File: config.mk
export PLATFORM = sky130hd
export DESIGN_NAME = tiled_blit_address_generator
export DESIGN_NICKNAME = d
export VERILOG_FILES = /design/src/tba_pkg.sv /design/src/tba_stepper.sv /design/src/tba_addr_pipe.sv /design/src/tiled_blit_address_generator.sv
export VERILOG_INCLUDE_DIRS = /design/src /design/src/src
export SDC_FILE = /design/constraint.sdc
export NUM_CORES = 1
export LEC_CHECK = 0
export ABC_CLOCK_PERIOD_IN_PS = 5400
export BUFFER_PORTS_ARGS = -buffer_cell sky130_fd_sc_hd__buf_2
export CAP_MARGIN = 10
export CORE_MARGIN = 5
export CORE_UTILIZATION = 45
export DETAILED_ROUTE_END_ITERATION = 6
export SYNTH_ARGS = -nofsm -noshare
export SYNTH_HDL_FRONTEND = slang
export SYNTH_SLANG_ARGS = --single-unit
File: constraint.sdc
create_clock -name clk -period 5.4 [get_ports clk]
set_clock_uncertainty 0.2 [all_clocks]
set_input_delay 0 -clock clk [delete_from_list [all_inputs] [get_ports clk]]
set_output_delay 0 -clock clk [all_outputs]
set_load 0.005 [all_outputs]
File: src/tiled_blit_address_generator_assert.svh
// Assertion macros for the tiled blit address generator.
// Used by the top level only; expects clk and rst_n in scope.
`ifndef TILED_BLIT_ADDRESS_GENERATOR_ASSERT_SVH
`define TILED_BLIT_ADDRESS_GENERATOR_ASSERT_SVH

// Same-cycle implication.
`define TBA_ASSERT_NOW(lbl, ante, cons, msg) \
  lbl: assert property (@(posedge clk) disable iff (!rst_n) (ante) |-> (cons)) \
    else $error(msg);

// Next-cycle implication.
`define TBA_ASSERT_NEXT(lbl, ante, cons, msg) \
  lbl: assert property (@(posedge clk) disable iff (!rst_n) (ante) |=> (cons)) \
    else $error(msg);

`endif

File: src/tba_pkg.sv
// Shared types, constants and the in-tile unswizzle for the tiled blit
// address generator. No dependencies.
package tba_pkg;

  localparam int COORD_W     = 13;             // pixel coordinate width
  localparam int ADDR_W      = 26;             // word address width
  localparam int STRIDE_W    = 14;             // row pitch register width
  localparam int TILE_SHIFT  = 5;              // 32 pixels per tile side
  localparam int TILE_W      = COORD_W - 4;    // tile count, holds 2^(COORD_W-5)
  localparam int IDX_W       = COORD_W - 5;    // tile index
  localparam int WORD_W      = 10;             // word within a 1024-word tile
  localparam int ROWY_W      = COORD_W + 1;    // origin_y + 32*tile_row
  localparam int PIX_W       = 5;              // xx / yy inside a tile
  localparam int CFG_IDX_W   = 2;
  localparam int CFG_DATA_W  = 26;
  localparam int IN_TDATA_W  = 56;             // 4 x 13 bits, padded to bytes
  localparam int OUT_TDATA_W = 56;             // 2 x 26 bits, padded to bytes

  typedef enum logic [CFG_IDX_W-1:0] {
    CFG_STRIDE   = 2'd0,
    CFG_SRC_BASE = 2'd1,
    CFG_DST_BASE = 2'd2
  } cfg_reg_t;

  typedef enum logic {
    FUNC_START = 1'b0,
    FUNC_STEP  = 1'b1
  } func_t;

  // One word position handed from the stepper to the address pipe
  typedef struct packed {
    logic                valid;
    logic [ROWY_W-1:0]   row_y;
    logic [COORD_W-1:0]  origin_x;
    logic [IDX_W-1:0]    col;
    logic [WORD_W-1:0]   word;
    logic                last;
  } step_item_t;

  // Stepper status, watched by the top-level checks
  typedef struct packed {
    logic busy;
    logic launch;
    logic launch_last;
  } step_stat_t;

  typedef struct packed {
    logic [PIX_W-1:0] xx;
    logic [PIX_W-1:0] yy;
  } pix_t;

  // Undo the in-tile XOR swizzle: bit 8 of the index flips bit 5.
  function automatic pix_t unswizzle(input logic [WORD_W-1:0] i);
    logic [WORD_W-1:0] j;
    pix_t              p;
    j    = i;
    j[5] = i[5] ^ i[8];
    p.xx = {j[5:3], j[1:0]};
    p.yy = {j[9:6], j[2]};
    return p;
  endfunction

endpackage

File: src/tba_stepper.sv
// Box walker: loads a box on start, steps row/tile/word counters on each
// step transfer while a box is active and hands one word position per
// step to the address pipe. Depends on tba_pkg.
module tba_stepper (
  input  logic                           clk,
  input  logic                           rst_n,
  input  logic                           in_tvalid,
  output logic                           in_tready,
  input  logic                           func,
  input  logic [tba_pkg::COORD_W-1:0]    box_x1,
  input  logic [tba_pkg::COORD_W-1:0]    box_y1,
  input  logic [tba_pkg::COORD_W-1:0]    box_x2,
  input  logic [tba_pkg::COORD_W-1:0]    box_y2,
  input  logic                           s2_ready,
  output tba_pkg::step_item_t            item,
  output tba_pkg::step_stat_t            stat
);

  logic                          busy_r, busy_nxt;
  logic [tba_pkg::COORD_W-1:0]   origin_x_r, origin_x_nxt;
  logic [tba_pkg::COORD_W-1:0]   origin_y_r, origin_y_nxt;
  logic [tba_pkg::TILE_W-1:0]    across_r, across_nxt;
  logic [tba_pkg::TILE_W-1:0]    down_r, down_nxt;
  logic [tba_pkg::IDX_W-1:0]     row_r, row_nxt;
  logic [tba_pkg::IDX_W-1:0]     col_r, col_nxt;
  logic [tba_pkg::WORD_W-1:0]    word_r, word_nxt;
  tba_pkg::step_item_t           item_r, item_nxt;

  logic                          accept;
  logic                          is_start;
  logic                          launch;
  logic                          empty_box;
  logic [tba_pkg::COORD_W-1:0]   org_x, org_y;
  logic [tba_pkg::COORD_W-1:0]   ext_x, ext_y;
  logic [tba_pkg::COORD_W:0]     round_x, round_y;
  logic                          word_end, col_end, row_end;

  // Stage register is free when empty or moving on this cycle
  assign in_tready = !item_r.valid || s2_ready;
  assign accept    = in_tvalid && in_tready;
  assign is_start  = (tba_pkg::func_t'(func) == tba_pkg::FUNC_START);
  assign launch    = accept && !is_start && busy_r;

  // Box setup: origin rounded down to a tile, extents rounded up
  assign empty_box = (box_x2 <= box_x1) || (box_y2 <= box_y1);
  assign org_x     = {box_x1[tba_pkg::COORD_W-1:tba_pkg::TILE_SHIFT],
                      tba_pkg::TILE_SHIFT'(0)};
  assign org_y     = {box_y1[tba_pkg::COORD_W-1:tba_pkg::TILE_SHIFT],
                      tba_pkg::TILE_SHIFT'(0)};
  assign ext_x     = box_x2 - org_x;
  assign ext_y     = box_y2 - org_y;
  assign round_x   = {1'b0, ext_x} + (tba_pkg::COORD_W+1)'(31);
  assign round_y   = {1'b0, ext_y} + (tba_pkg::COORD_W+1)'(31);

  // Wrap points of the three counters
  assign word_end = (word_r == {tba_pkg::WORD_W{1'b1}});
  assign col_end  = (({1'b0, col_r} + tba_pkg::TILE_W'(1)) >= across_r);
  assign row_end  = (({1'b0, row_r} + tba_pkg::TILE_W'(1)) >= down_r);

  // Counter and box state next values
  always_comb begin
    busy_nxt     = busy_r;
    origin_x_nxt = origin_x_r;
    origin_y_nxt = origin_y_r;
    across_nxt   = across_r;
    down_nxt     = down_r;
    row_nxt      = row_r;
    col_nxt      = col_r;
    word_nxt     = word_r;
    if (accept && is_start) begin
      row_nxt  = '0;
      col_nxt  = '0;
      word_nxt = '0;
      if (empty_box) begin
        busy_nxt = 1'b0;
      end else begin
        busy_nxt     = 1'b1;
        origin_x_nxt = org_x;
        origin_y_nxt = org_y;
        across_nxt   = round_x[tba_pkg::COORD_W:tba_pkg::TILE_SHIFT];
        down_nxt     = round_y[tba_pkg::COORD_W:tba_pkg::TILE_SHIFT];
      end
    end else if (launch) begin
      if (!word_end) begin
        word_nxt = word_r + tba_pkg::WORD_W'(1);
      end else begin
        word_nxt = '0;
        if (!col_end) begin
          col_nxt = col_r + tba_pkg::IDX_W'(1);
        end else begin
          col_nxt = '0;
          if (!row_end) begin
            row_nxt = row_r + tba_pkg::IDX_W'(1);
          end else begin
            row_nxt  = '0;
            busy_nxt = 1'b0;
          end
        end
      end
    end
  end

  // Stage register toward the address pipe
  always_comb begin
    item_nxt = item_r;
    if (in_tready) begin
      item_nxt.valid    = launch;
      item_nxt.row_y    = tba_pkg::ROWY_W'(origin_y_r)
                        + tba_pkg::ROWY_W'({row_r, tba_pkg::TILE_SHIFT'(0)});
      item_nxt.origin_x = origin_x_r;
      item_nxt.col      = col_r;
      item_nxt.word     = word_r;
      item_nxt.last     = word_end && col_end && row_end;
    end
  end

  always_ff @(posedge clk) begin
    if (!rst_n) begin
      busy_r       <= 1'b0;
      origin_x_r   <= '0;
      origin_y_r   <= '0;
      across_r     <= '0;
      down_r       <= '0;
      row_r        <= '0;
      col_r        <= '0;
      word_r       <= '0;
      item_r       <= '0;
    end else begin
      busy_r       <= busy_nxt;
      origin_x_r   <= origin_x_nxt;
      origin_y_r   <= origin_y_nxt;
      across_r     <= across_nxt;
      down_r       <= down_nxt;
      row_r        <= row_nxt;
      col_r        <= col_nxt;
      word_r       <= word_nxt;
      item_r       <= item_nxt;
    end
  end

  assign item             = item_r;
  assign stat.busy        = busy_r;
  assign stat.launch      = launch;
  assign stat.launch_last = launch && word_end && col_end && row_end;

endmodule

File: src/tba_addr_pipe.sv
// Address pipe: multiply stage (row and in-tile row offsets) followed by
// the final add stage, which is also the output register.
// Depends on tba_pkg.
module tba_addr_pipe (
  input  logic                           clk,
  input  logic                           rst_n,
  input  tba_pkg::step_item_t            item,
  output logic                           s2_ready,
  input  logic [tba_pkg::STRIDE_W-1:0]   stride,
  input  logic [tba_pkg::ADDR_W-1:0]     src_base,
  input  logic [tba_pkg::ADDR_W-1:0]     dst_base,
  output logic                           out_valid,
  input  logic                           out_ready,
  output logic [tba_pkg::ADDR_W-1:0]     src_addr,
  output logic [tba_pkg::ADDR_W-1:0]     dst_addr,
  output logic                           out_last
);

  logic                                     v2_r;
  logic [tba_pkg::ADDR_W-1:0]               prow_r, pyy_r, src_part_r, dst_part_r;
  logic                                     last2_r;
  logic                                     v3_r;
  logic [tba_pkg::ADDR_W-1:0]               src_r, dst_r;
  logic                                     last3_r;

  logic                                     s3_ready;
  tba_pkg::pix_t                            pix;
  logic [tba_pkg::ROWY_W+tba_pkg::STRIDE_W-1:0] prod_row;
  logic [tba_pkg::PIX_W+tba_pkg::STRIDE_W-1:0]  prod_yy;

  // Each stage moves when the next one is empty or moving
  assign s3_ready = !v3_r || out_ready;
  assign s2_ready = !v2_r || s3_ready;

  assign pix      = tba_pkg::unswizzle(item.word);
  assign prod_row = item.row_y * stride;
  assign prod_yy  = pix.yy * stride;

  // Stage 2: products plus the additive terms that need no product
  always_ff @(posedge clk) begin
    if (!rst_n) begin
      v2_r <= 1'b0;
    end else if (s2_ready) begin
      v2_r <= item.valid;
    end
  end

  always_ff @(posedge clk) begin
    if (s2_ready) begin
      prow_r     <= tba_pkg::ADDR_W'(prod_row);
      pyy_r      <= tba_pkg::ADDR_W'(prod_yy);
      src_part_r <= src_base + tba_pkg::ADDR_W'(item.origin_x)
                  + tba_pkg::ADDR_W'({item.col, tba_pkg::TILE_SHIFT'(0)})
                  + tba_pkg::ADDR_W'(pix.xx);
      dst_part_r <= dst_base
                  + tba_pkg::ADDR_W'({item.origin_x, tba_pkg::TILE_SHIFT'(0)})
                  + tba_pkg::ADDR_W'({item.col, tba_pkg::WORD_W'(0)})
                  + tba_pkg::ADDR_W'(item.word);
      last2_r    <= item.last;
    end
  end

  // Stage 3: final sums into the output register
  always_ff @(posedge clk) begin
    if (!rst_n) begin
      v3_r <= 1'b0;
    end else if (s3_ready) begin
      v3_r <= v2_r;
    end
  end

  always_ff @(posedge clk) begin
    if (s3_ready) begin
      src_r   <= src_part_r + prow_r + pyy_r;
      dst_r   <= dst_part_r + prow_r;
      last3_r <= last2_r;
    end
  end

  assign out_valid = v3_r;
  assign src_addr  = src_r;
  assign dst_addr  = dst_r;
  assign out_last  = last3_r;

endmodule

File: src/tiled_blit_address_generator.sv
// Tiled blit address generator top level: configuration registers, box
// walker and address pipe. Depends on tba_pkg, tba_stepper, tba_addr_pipe
// and the assertion header.
//
// A start transfer (tuser = 0) loads a box; each step transfer (tuser = 1)
// while a box is active yields one source/destination word-address pair,
// walking tile rows, tiles in the row, then the 1024 words of a 32x32 tile;
// tlast marks the final word of the box. Start transfers and steps with no
// active box yield nothing. The block takes one transfer per clock cycle
// while out_tready is high; each result passes the stepper register, the
// multiply stage with the two row-pitch products and the add stage that
// is also the output register. Stages advance independently, so input
// transfers keep flowing while a result waits on out_tready until all
// stages are full. Write configuration only while no results are outstanding.
`include "tiled_blit_address_generator_assert.svh"

module tiled_blit_address_generator (
  input  logic                               clk,
  input  logic                               rst_n,
  // configuration write port
  input  logic                               cfg_wr_en,
  input  logic [tba_pkg::CFG_IDX_W-1:0]      cfg_addr,
  input  logic [tba_pkg::CFG_DATA_W-1:0]     cfg_wdata,
  // input stream
  input  logic                               in_tvalid,
  output logic                               in_tready,
  input  logic [tba_pkg::IN_TDATA_W-1:0]     in_tdata,  // box_x1, box_y1, box_x2, box_y2, pad
  input  logic                               in_tuser,  // func
  // result stream
  output logic                               out_tvalid,
  input  logic                               out_tready,
  output logic [tba_pkg::OUT_TDATA_W-1:0]    out_tdata, // src_word_addr, dst_word_addr, pad
  output logic                               out_tlast  // last_of_box
);

  localparam int CW = tba_pkg::COORD_W;
  localparam int AW = tba_pkg::ADDR_W;

  logic [tba_pkg::STRIDE_W-1:0] stride_r;
  logic [AW-1:0]                src_base_r;
  logic [AW-1:0]                dst_base_r;

  tba_pkg::step_item_t          item;
  tba_pkg::step_stat_t          stat;
  logic                         s2_ready;
  logic [AW-1:0]                src_addr, dst_addr;

  // Configuration registers
  always_ff @(posedge clk) begin
    if (!rst_n) begin
      stride_r   <= tba_pkg::STRIDE_W'(1280);
      src_base_r <= '0;
      dst_base_r <= '0;
    end else if (cfg_wr_en) begin
      case (tba_pkg::cfg_reg_t'(cfg_addr))
        tba_pkg::CFG_STRIDE:   stride_r   <= cfg_wdata[tba_pkg::STRIDE_W-1:0];
        tba_pkg::CFG_SRC_BASE: src_base_r <= cfg_wdata[AW-1:0];
        tba_pkg::CFG_DST_BASE: dst_base_r <= cfg_wdata[AW-1:0];
        default: ;
      endcase
    end
  end

  tba_stepper u_stepper (
    .clk       (clk),
    .rst_n     (rst_n),
    .in_tvalid (in_tvalid),
    .in_tready (in_tready),
    .func      (in_tuser),
    .box_x1    (in_tdata[CW-1:0]),
    .box_y1    (in_tdata[2*CW-1:CW]),
    .box_x2    (in_tdata[3*CW-1:2*CW]),
    .box_y2    (in_tdata[4*CW-1:3*CW]),
    .s2_ready  (s2_ready),
    .item      (item),
    .stat      (stat)
  );

  tba_addr_pipe u_addr_pipe (
    .clk       (clk),
    .rst_n     (rst_n),
    .item      (item),
    .s2_ready  (s2_ready),
    .stride    (stride_r),
    .src_base  (src_base_r),
    .dst_base  (dst_base_r),
    .out_valid (out_tvalid),
    .out_ready (out_tready),
    .src_addr  (src_addr),
    .dst_addr  (dst_addr),
    .out_last  (out_tlast)
  );

  assign out_tdata = {(tba_pkg::OUT_TDATA_W - 2*AW)'(0), dst_addr, src_addr};

  // Checks on the walker
  `TBA_ASSERT_NOW(a_launch_needs_step, stat.launch, in_tvalid && in_tready && in_tuser, "word launched without a step transfer")
  `TBA_ASSERT_NEXT(a_last_ends_box, stat.launch_last, !stat.busy, "box still active after its last word")
  `TBA_ASSERT_NEXT(a_idle_step_noop, in_tvalid && in_tready && in_tuser && !stat.busy, !stat.busy && !item.valid, "step while idle changed state")

endmodule

# After elaboration in Yosys (flattened, before gate mapping)
# Cells that the tools add are included.
[classes]
mux = 9
n_shift = 0
addsub = 19
bitwise = 4
multipliers = 2
eq_ne = 3
n_div = 0
n_reduce_logical = 26
magnitude_cmp = 4
[ops]
columns = ["op", "count"]
rows = [
  ["adder 26 x 13 -> 26 bit", 2],
  ["adder 26 x 18 -> 26 bit", 2],
  ["adder 26 bit", 2],
  ["adder 13 x 5 -> 14 bit (second input constant)", 2],
  ["adder 26 x 10 -> 26 bit", 1],
  ["adder 26 x 19 -> 26 bit", 1],
  ["adder 26 x 5 -> 26 bit", 1],
  ["<= comparator 13 bit", 2],
  ["multiplier 14 x 14 -> 26 bit", 1],
  ["subtractor 13 bit", 2],
  ["multiplier 5 x 14 -> 19 bit", 1],
  ["adder 8 x 1 -> 9 bit (second input constant)", 2],
  [">= comparator 9 bit", 2],
  ["adder 8 x 1 -> 8 bit (second input constant)", 2],
  ["2-to-1 mux 8 bit", 2],
  ["adder 13 x 13 -> 14 bit", 1],
  ["adder 10 x 1 -> 10 bit (second input constant)", 1],
  ["equality test 10 bit (second input constant)", 1],
  ["2-to-1 mux 10 bit", 1],
  ["AND reduction 2 bit", 5],
  ["nonzero test 2 bit", 4],
  ["logical AND 1 bit", 6],
  ["2-to-1 mux 1 bit", 6],
  ["logical OR 1 bit", 4],
  ["other kinds (9)", 13],
]
[word_totals]
memories = 0
mem_bits_rw = 0
romBits = 0
reg_bits = 322
latchBits = 0
elab_cells = 94

# Depth between registers and ports, before layout
[depth]
depth_word = 9
depth_mapped = 21

# Modules after synthesis
# Synthesis repeated with hierarchy kept, for this count alone.
[unflattened]
cells_unflattened = 2788
area_unflattened_um2 = 26813.2
[modules_own_cells]
columns = ["module", "instances", "cells_per_inst", "area_each_um2"]
rows = [
  ["tba_addr_pipe", 1, 1816, 18286.3],
  ["tba_stepper", 1, 721, 5982.0],
  ["tiled_blit_address_generator", 1, 251, 2544.9],
]

# Least setup slack after synthesis
# No wires, ideal clock.
[synth_path]
path_type = "reg-to-reg"
start = "register stride_r[3] (netlist bit)"
end = "register u_addr_pipe.prow_r[24] (netlist bit), data pin"
path_stages_with_launch = 22
arrival_ns = 5.267
t_required_ns = 4.937
path_buffers = 1
setup_slack_ns = -0.330
synth_period_minus_slack_ns = 5.730
path_cell_list = "dfxtp_1 clkbuf_1 and2_1 fa_1 inv_1 fa_1 inv_1 fa_1 ha_1 fa_1 inv_1 fa_1 inv_1 ha_1 a21o_1 a21o_1 a21oi_1 o31ai_1 a31oi_1 o21bai_1 o41ai_2 xnor2_1"
[synth_between]
elab_chain_cells = 1
[synth_rtl]
columns = ["item", "line", "rtl"]
rows = [
  ["from (decl)", "tiled_blit_address_generator.sv:39", "logic [tba_pkg::STRIDE_W-1:0] stride_r;"],
  ["from (signal assigned)", "tiled_blit_address_generator.sv:51", "stride_r <= tba_pkg::STRIDE_W'(1280);"],
  ["from (signal assigned)", "tiled_blit_address_generator.sv:56", "tba_pkg::CFG_STRIDE: stride_r <= cfg_wdata[tba_pkg::STRIDE_W-1:0];"],
  ["multiplier 14 x 14 -> 26 bit", "tba_addr_pipe.sv:36", "assign prod_row = item.row_y * stride;"],
  ["net u_addr_pipe.prod_row, one bit", "tba_addr_pipe.sv:28", "logic [tba_pkg::ROWY_W+tba_pkg::STRIDE_W-1:0] prod_row;"],
  ["to (signal assigned)", "tba_addr_pipe.sv:50", "prow_r <= tba_pkg::ADDR_W'(prod_row);"],
  ["to (decl)", "tba_addr_pipe.sv:20", "logic [tba_pkg::ADDR_W-1:0] prow_r, pyy_r, src_part_r, dst_part_r;"],
]
# The timed path passes the listed nets, and every way through them passes these cells.
# A chain may end at the register's enable or synchronous reset.

# Worst setup path after layout
[layout_path]
start = "register u_stepper.item_r (netlist bit u_stepper.item[41])"
end = "register u_addr_pipe.prow_r[24] (netlist bit), data pin"
[layout_between]
elab_chain_cells = 1
[layout_rtl]
columns = ["item", "line", "rtl"]
rows = [
  ["from (decl)", "tba_stepper.sv:27", "tba_pkg::step_item_t item_r, item_nxt;"],
  ["from (signal assigned)", "tba_stepper.sv:137", "item_r <= item_nxt;"],
  ["multiplier 14 x 14 -> 26 bit", "tba_addr_pipe.sv:36", ""],
  ["net u_addr_pipe.prod_row, one bit", "tba_addr_pipe.sv:28", ""],
]
# The timed path passes the listed nets, and every way through them passes these cells.

==> metrics.txt <==
# TYPE chip_impl_metric gauge
chip_impl_info{name="cts.root.buffer_cell",value="clkbuf_16"} 1
chip_impl_metric{name="synth-seq-cells",unit=""} 312
chip_impl_info{name="ys_top_cells_by_area",value="edfxtp_1, dfxtp_1, ha_1"} 1
chip_impl_metric{name="post-layout-total-power",unit="mW"} 5.78
chip_impl_metric{name="worst_slew_pin_slew",unit="ns"} 1.18
chip_impl_metric{name="viasPerCell",unit=""} 5.25
chip_impl_metric{name="hold-path-cell-count",unit=""} 7
chip_impl_metric{name="timing.final.hold_violations",unit=""} 0
chip_impl_metric{name="p_leak",unit="nW"} 13.7
chip_impl_metric{name="gp_routability_congestion",unit=""} 0.888
chip_impl_info{name="most_frequent_cell_after_synthesis",value="nand2_1"} 1
chip_impl_metric{name="worst_hold_slack",unit="ns"} 0.0393
chip_impl_info{name="critPathMostFrequentCell",value="fa_1"} 1
chip_impl_metric{name="synth-edff-count",unit=""} 146
chip_impl_metric{name="port_buffers",unit=""} 140
chip_impl_metric{name="number_of_distinct_library_cell_variants_in_the_gate_level_netlist_after_synthesis",unit=""} 74
chip_impl_metric{name="die_height",unit="µm"} 240
chip_impl_info{name="synth_top_area_cell",value="edfxtp_1"} 1
chip_impl_metric{name="crit_fanout",unit=""} 6
chip_impl_metric{name="tns",unit="ns"} -0.0165
chip_impl_metric{name="layout-drive-gt1-share",unit="%"} 13.4
chip_impl_metric{name="maxClockFrequency",unit="MHz"} 185
chip_impl_metric{name="worstPathArrival",unit="ns"} 5.51
chip_impl_metric{name="timing.critical_path.buf_inv",unit=""} 4
chip_impl_metric{name="floorplan.rows",unit=""} 84
chip_impl_metric{name="regToRegSetupSlack",unit="ns"} -0.02
chip_impl_info{name="cpMaxStageDelayCell",value="fa_1"} 1
chip_impl_metric{name="grt_max_degree",unit=""} 102
chip_impl_info{name="violations",value="setup timing"} 1
chip_impl_metric{name="synthesis.area_per_instance",unit="µm²"} 9.69
chip_impl_metric{name="grt_pass1_wl",unit="µm"} 96800
chip_impl_metric{name="drtAntennaViolNets",unit=""} 0
chip_impl_metric{name="vdd.ir_drop.worst",unit="mV"} 0.171
chip_impl_info{name="hold-path-endpoint",value="u_stepper.down_r[6]"} 1
chip_impl_info{name="worstPathCellList",value="and2_4 > fa_1 > inv_1 > fa_1 > inv_1 > fa_1 > ha_1 > fa_1 > inv_1 > fa_1 > inv_2 > ha_4 > a21o_1 > a21o_1 > a21oi_2 > o31ai_4 > a31oi_2 > o21bai_2 > o41ai_2 > xnor2_1"} 1
chip_impl_info{name="synthTopCellsByCount",value="nand2_1, ha_1, inv_1"} 1
chip_impl_metric{name="synthesis.instances",unit=""} 2458
chip_impl_metric{name="placedInstanceArea",unit="µm²"} 25700
chip_impl_metric{name="grt_pass1_vias",unit=""} 18300
chip_impl_metric{name="final_net_count",unit=""} 3228
chip_impl_metric{name="post-place-cells",unit=""} 3270
chip_impl_metric{name="cts_sinks",unit=""} 312
chip_impl_metric{name="dp_hpwl",unit="µm"} 47700
chip_impl_metric{name="power_per_cell_area",unit="nW/µm²"} 205
chip_impl_metric{name="clk-insertion-delay-late",unit="ns"} 0.57
chip_impl_metric{name="finalSetupViolCount",unit=""} 1
chip_impl_info{name="cts_tree",value="built"} 1
chip_impl_metric{name="drt_wl_total",unit="µm"} 61000
chip_impl_metric{name="period_share",unit="%"} 100
chip_impl_metric{name="dr_total_vias",unit=""} 18100
chip_impl_metric{name="grt_antenna_before_repair",unit=""} 5
chip_impl_metric{name="routed_wire_length_per_instance",unit="µm"} 17.7
chip_impl_metric{name="detail_route.first_pass.iterations",unit=""} 5
chip_impl_metric{name="required",unit="ns"} 5.50
chip_impl_metric{name="drt_drc_violations_left",unit=""} 0
chip_impl_info{name="timing.critical_path.max_delay_family",value="adder cells"} 1
chip_impl_metric{name="number_of_buffers_inserted_during_clock_tree_synthesis",unit=""} 40
chip_impl_metric{name="areaGrowthSynthToFinish",unit="%"} 18.4
chip_impl_metric{name="netlist.area_leader.share",unit="%"} 18.4
chip_impl_metric{name="post-route-util",unit="%"} 53.7
chip_impl_info{name="min_from",value="in_tdata[49]"} 1
chip_impl_metric{name="max_slew_margin",unit="%"} 21.0
chip_impl_metric{name="synth-seq-area-share",unit="%"} 32.4
chip_impl_metric{name="cts.htree.levels",unit=""} 2
chip_impl_metric{name="dieWidth",unit="µm"} 240
chip_impl_info{name="reg2reg_from",value="u_stepper.item[41]"} 1
chip_impl_metric{name="fp.coreArea",unit="µm²"} 52600
chip_impl_info{name="path_class",value="register to register"} 1
chip_impl_metric{name="drt-initial-drc-count",unit=""} 980
chip_impl_metric{name="cpPeakStageDelay",unit="ns"} 0.52
chip_impl_metric{name="clk_transition_reported_paths",unit="ns"} 0.05
chip_impl_metric{name="ctsLongestPathBuffers",unit=""} 3
chip_impl_info{name="end_kind",value="register"} 1
chip_impl_metric{name="finish.instance_area",unit="µm²"} 28200
chip_impl_metric{name="finalCriticalPeriod",unit="ns"} 5.42
chip_impl_metric{name="initial_core_util",unit="%"} 45.3
chip_impl_metric{name="io_pins",unit=""} 149
chip_impl_metric{name="report.final.slew_viol_count",unit=""} 0
chip_impl_info{name="hp_class",value="input pin to register"} 1
chip_impl_metric{name="die_area",unit="µm²"} 57600
chip_impl_info{name="rr_endpoint",value="u_addr_pipe.prow_r[24]"} 1
chip_impl_info{name="result_of_the_run",value="complete, but fails checks"} 1
chip_impl_metric{name="number_of_warning_messages_in_the_yosys_log",unit=""} 0
chip_impl_metric{name="groute.usage.overall",unit="%"} 21.0
chip_impl_metric{name="reg2regPathDepth",unit=""} 20
chip_impl_info{name="synth_ff_type",value="dfxtp_1"} 1
chip_impl_metric{name="fraction_of_registers_with_async_set_reset",unit="%"} 0
chip_impl_info{name="timing.critical_path.from_type",value="register"} 1
chip_impl_info{name="rsz_0062_raised_after_global_routing",value="yes"} 1
chip_impl_metric{name="synth_area",unit="µm²"} 23800
chip_impl_metric{name="maxCapViolCount",unit=""} 0
chip_impl_metric{name="grt.overflow.total",unit=""} 0
chip_impl_metric{name="dpl_worst_slack",unit="ns"} -0.237
chip_impl_metric{name="postLayoutSetupSlackWorst",unit="ns"} -0.0165
chip_impl_metric{name="final-instance-count-excl-fill",unit=""} 3446
-- report_power, final --
group	leakage, nW	internal (mW)	switching (mW)
Clock	0.640	1.58	1.06
Combinational	9.88	0.267	0.292
Sequential	3.13	2.53	0.0432
Total	13.7	4.38	1.40
-- state kept, by name (all words and copies together) (netlist names), 9 cells and up --
name	cells
stride_r	14
u_addr_pipe.src_part_r	26
u_stepper.word_r	10
u_addr_pipe.prow_r	21
u_stepper.item	37
dst_base_r	26
u_stepper.down_r	9
u_addr_pipe.pyy_r	19
u_addr_pipe.src_addr	26
u_addr_pipe.dst_part_r	26
u_addr_pipe.dst_addr	26
src_base_r	26
u_stepper.across_r	9
-- area by class of cell --
| type | count | area (µm²) |
|---|---|---|
| diodes | 5 | 12.5 |
| clock buffers | 52 | 1100 |
| clock inverters | 19 | 209 |
| fillers | 4734 | 24300 |
| inverters | 230 | 863 |
| multi-input cells | 1830 | 15200 |
| flip-flops and latches | 312 | 7740 |
| well taps | 688 | 861 |
| repair buffers | 310 | 2230 |
-- what timing repair did --
item	4_1_cts	5_1_grt
pin swaps	7	30
gates resized for setup	12	43
setup endpoints to repair	6	9
buffers inserted	2	5
endpoints found under the hold margin	126	0
hold buffers	92	0
-- how the worst max path moves through the flow --
stage	from	slack, ns	cells past startpoint	to
6_report	u_stepper.item[41]	-0.02	20	u_addr_pipe.prow_r[24]
5_1_grt	u_stepper.item[41]	-0.22	20	u_addr_pipe.prow_r[24]
2_1_floorplan	u_stepper.item[41]	-0.02	21	u_addr_pipe.prow_r[24]
3_3_place_gp	u_stepper.item[40]	-0.14	19	u_addr_pipe.prow_r[24]
3_5_place_dp	u_stepper.item[40]	-0.24	20	u_addr_pipe.prow_r[24]
4_1_cts	u_stepper.item[41]	-0.04	20	u_addr_pipe.prow_r[24]
-- logic make-up (layout without fill, tap and decap cells) --
kind of cell    count (synthesis)  in the layout  share of synthesized area (%)
compound gates                470            470                           13.5
xor+xnor                      162            162                           5.96
fa+ha+maj                     414            414                           26.6
buf+inv                       319            611                           5.16
flops                         312            312                           32.4
mux                            30             30                           1.27
other cells                     1              9                         0.0157
simple gates                  750            750                           15.2
-- routing by layer --
layer,global-route usage [%],share of wire (%),up-vias,wire [µm]
met5,0,0,-,0
met4,6.76,3.3,0,2010
met3,3.45,4.8,93,2960
met2,34.0,46,416,27800
met1,29.0,46,8719,28200
li1,-,-,8866,-
-- cell usage in the layout (no fill, tap or decap), types with 11 or more instances in the layout --
cell type / synthesis / routed
dfxtp_1: 166 / 151
nor2_1: 96 / 95
o21a_1: 32 / 32
a21boi_0: 95 / 95
xnor2_1: 104 / 104
a21oi_1: 120 / 116
nor2b_1: 41 / 40
edfxtp_1: 146 / 146
mux2i_1: 29 / 29
buf_2: 4 / 140
o21bai_1: 16 / 15
fa_1: 153 / 151
a21o_1: 61 / 61
o21ai_0: 61 / 60
buf_4: 7 / 73
nand2b_1: 22 / 22
ha_1: 261 / 244
nor3_1: 17 / 17
and2_1: 116 / 110
a31oi_1: 12 / 11
nand4_1: 22 / 22
inv_1: 229 / 223
and3_1: 21 / 21
clkbuf_16: 0 / 41
xor2_1: 58 / 58
ha_4: 0 / 16
nand3_1: 30 / 30
nand2_1: 336 / 334
dlygate4sd3_1: 0 / 92
-- worst register-to-register path: stages, from the launching register on --
cell and delay (ns):
dfxtp_4 0.36, and2_4 0.14, fa_1 0.52, inv_1 0.05, fa_1 0.47, inv_1 0.05
fa_1 0.43, ha_1 0.33, fa_1 0.49, inv_1 0.05, fa_1 0.50, inv_2 0.05
ha_4 0.21, a21o_1 0.17, a21o_1 0.16, a21oi_2 0.18, o31ai_4 0.11, a31oi_2 0.23
o21bai_2 0.10, o41ai_2 0.24, xnor2_1 0.12
(Power assumes the default switching activity.)
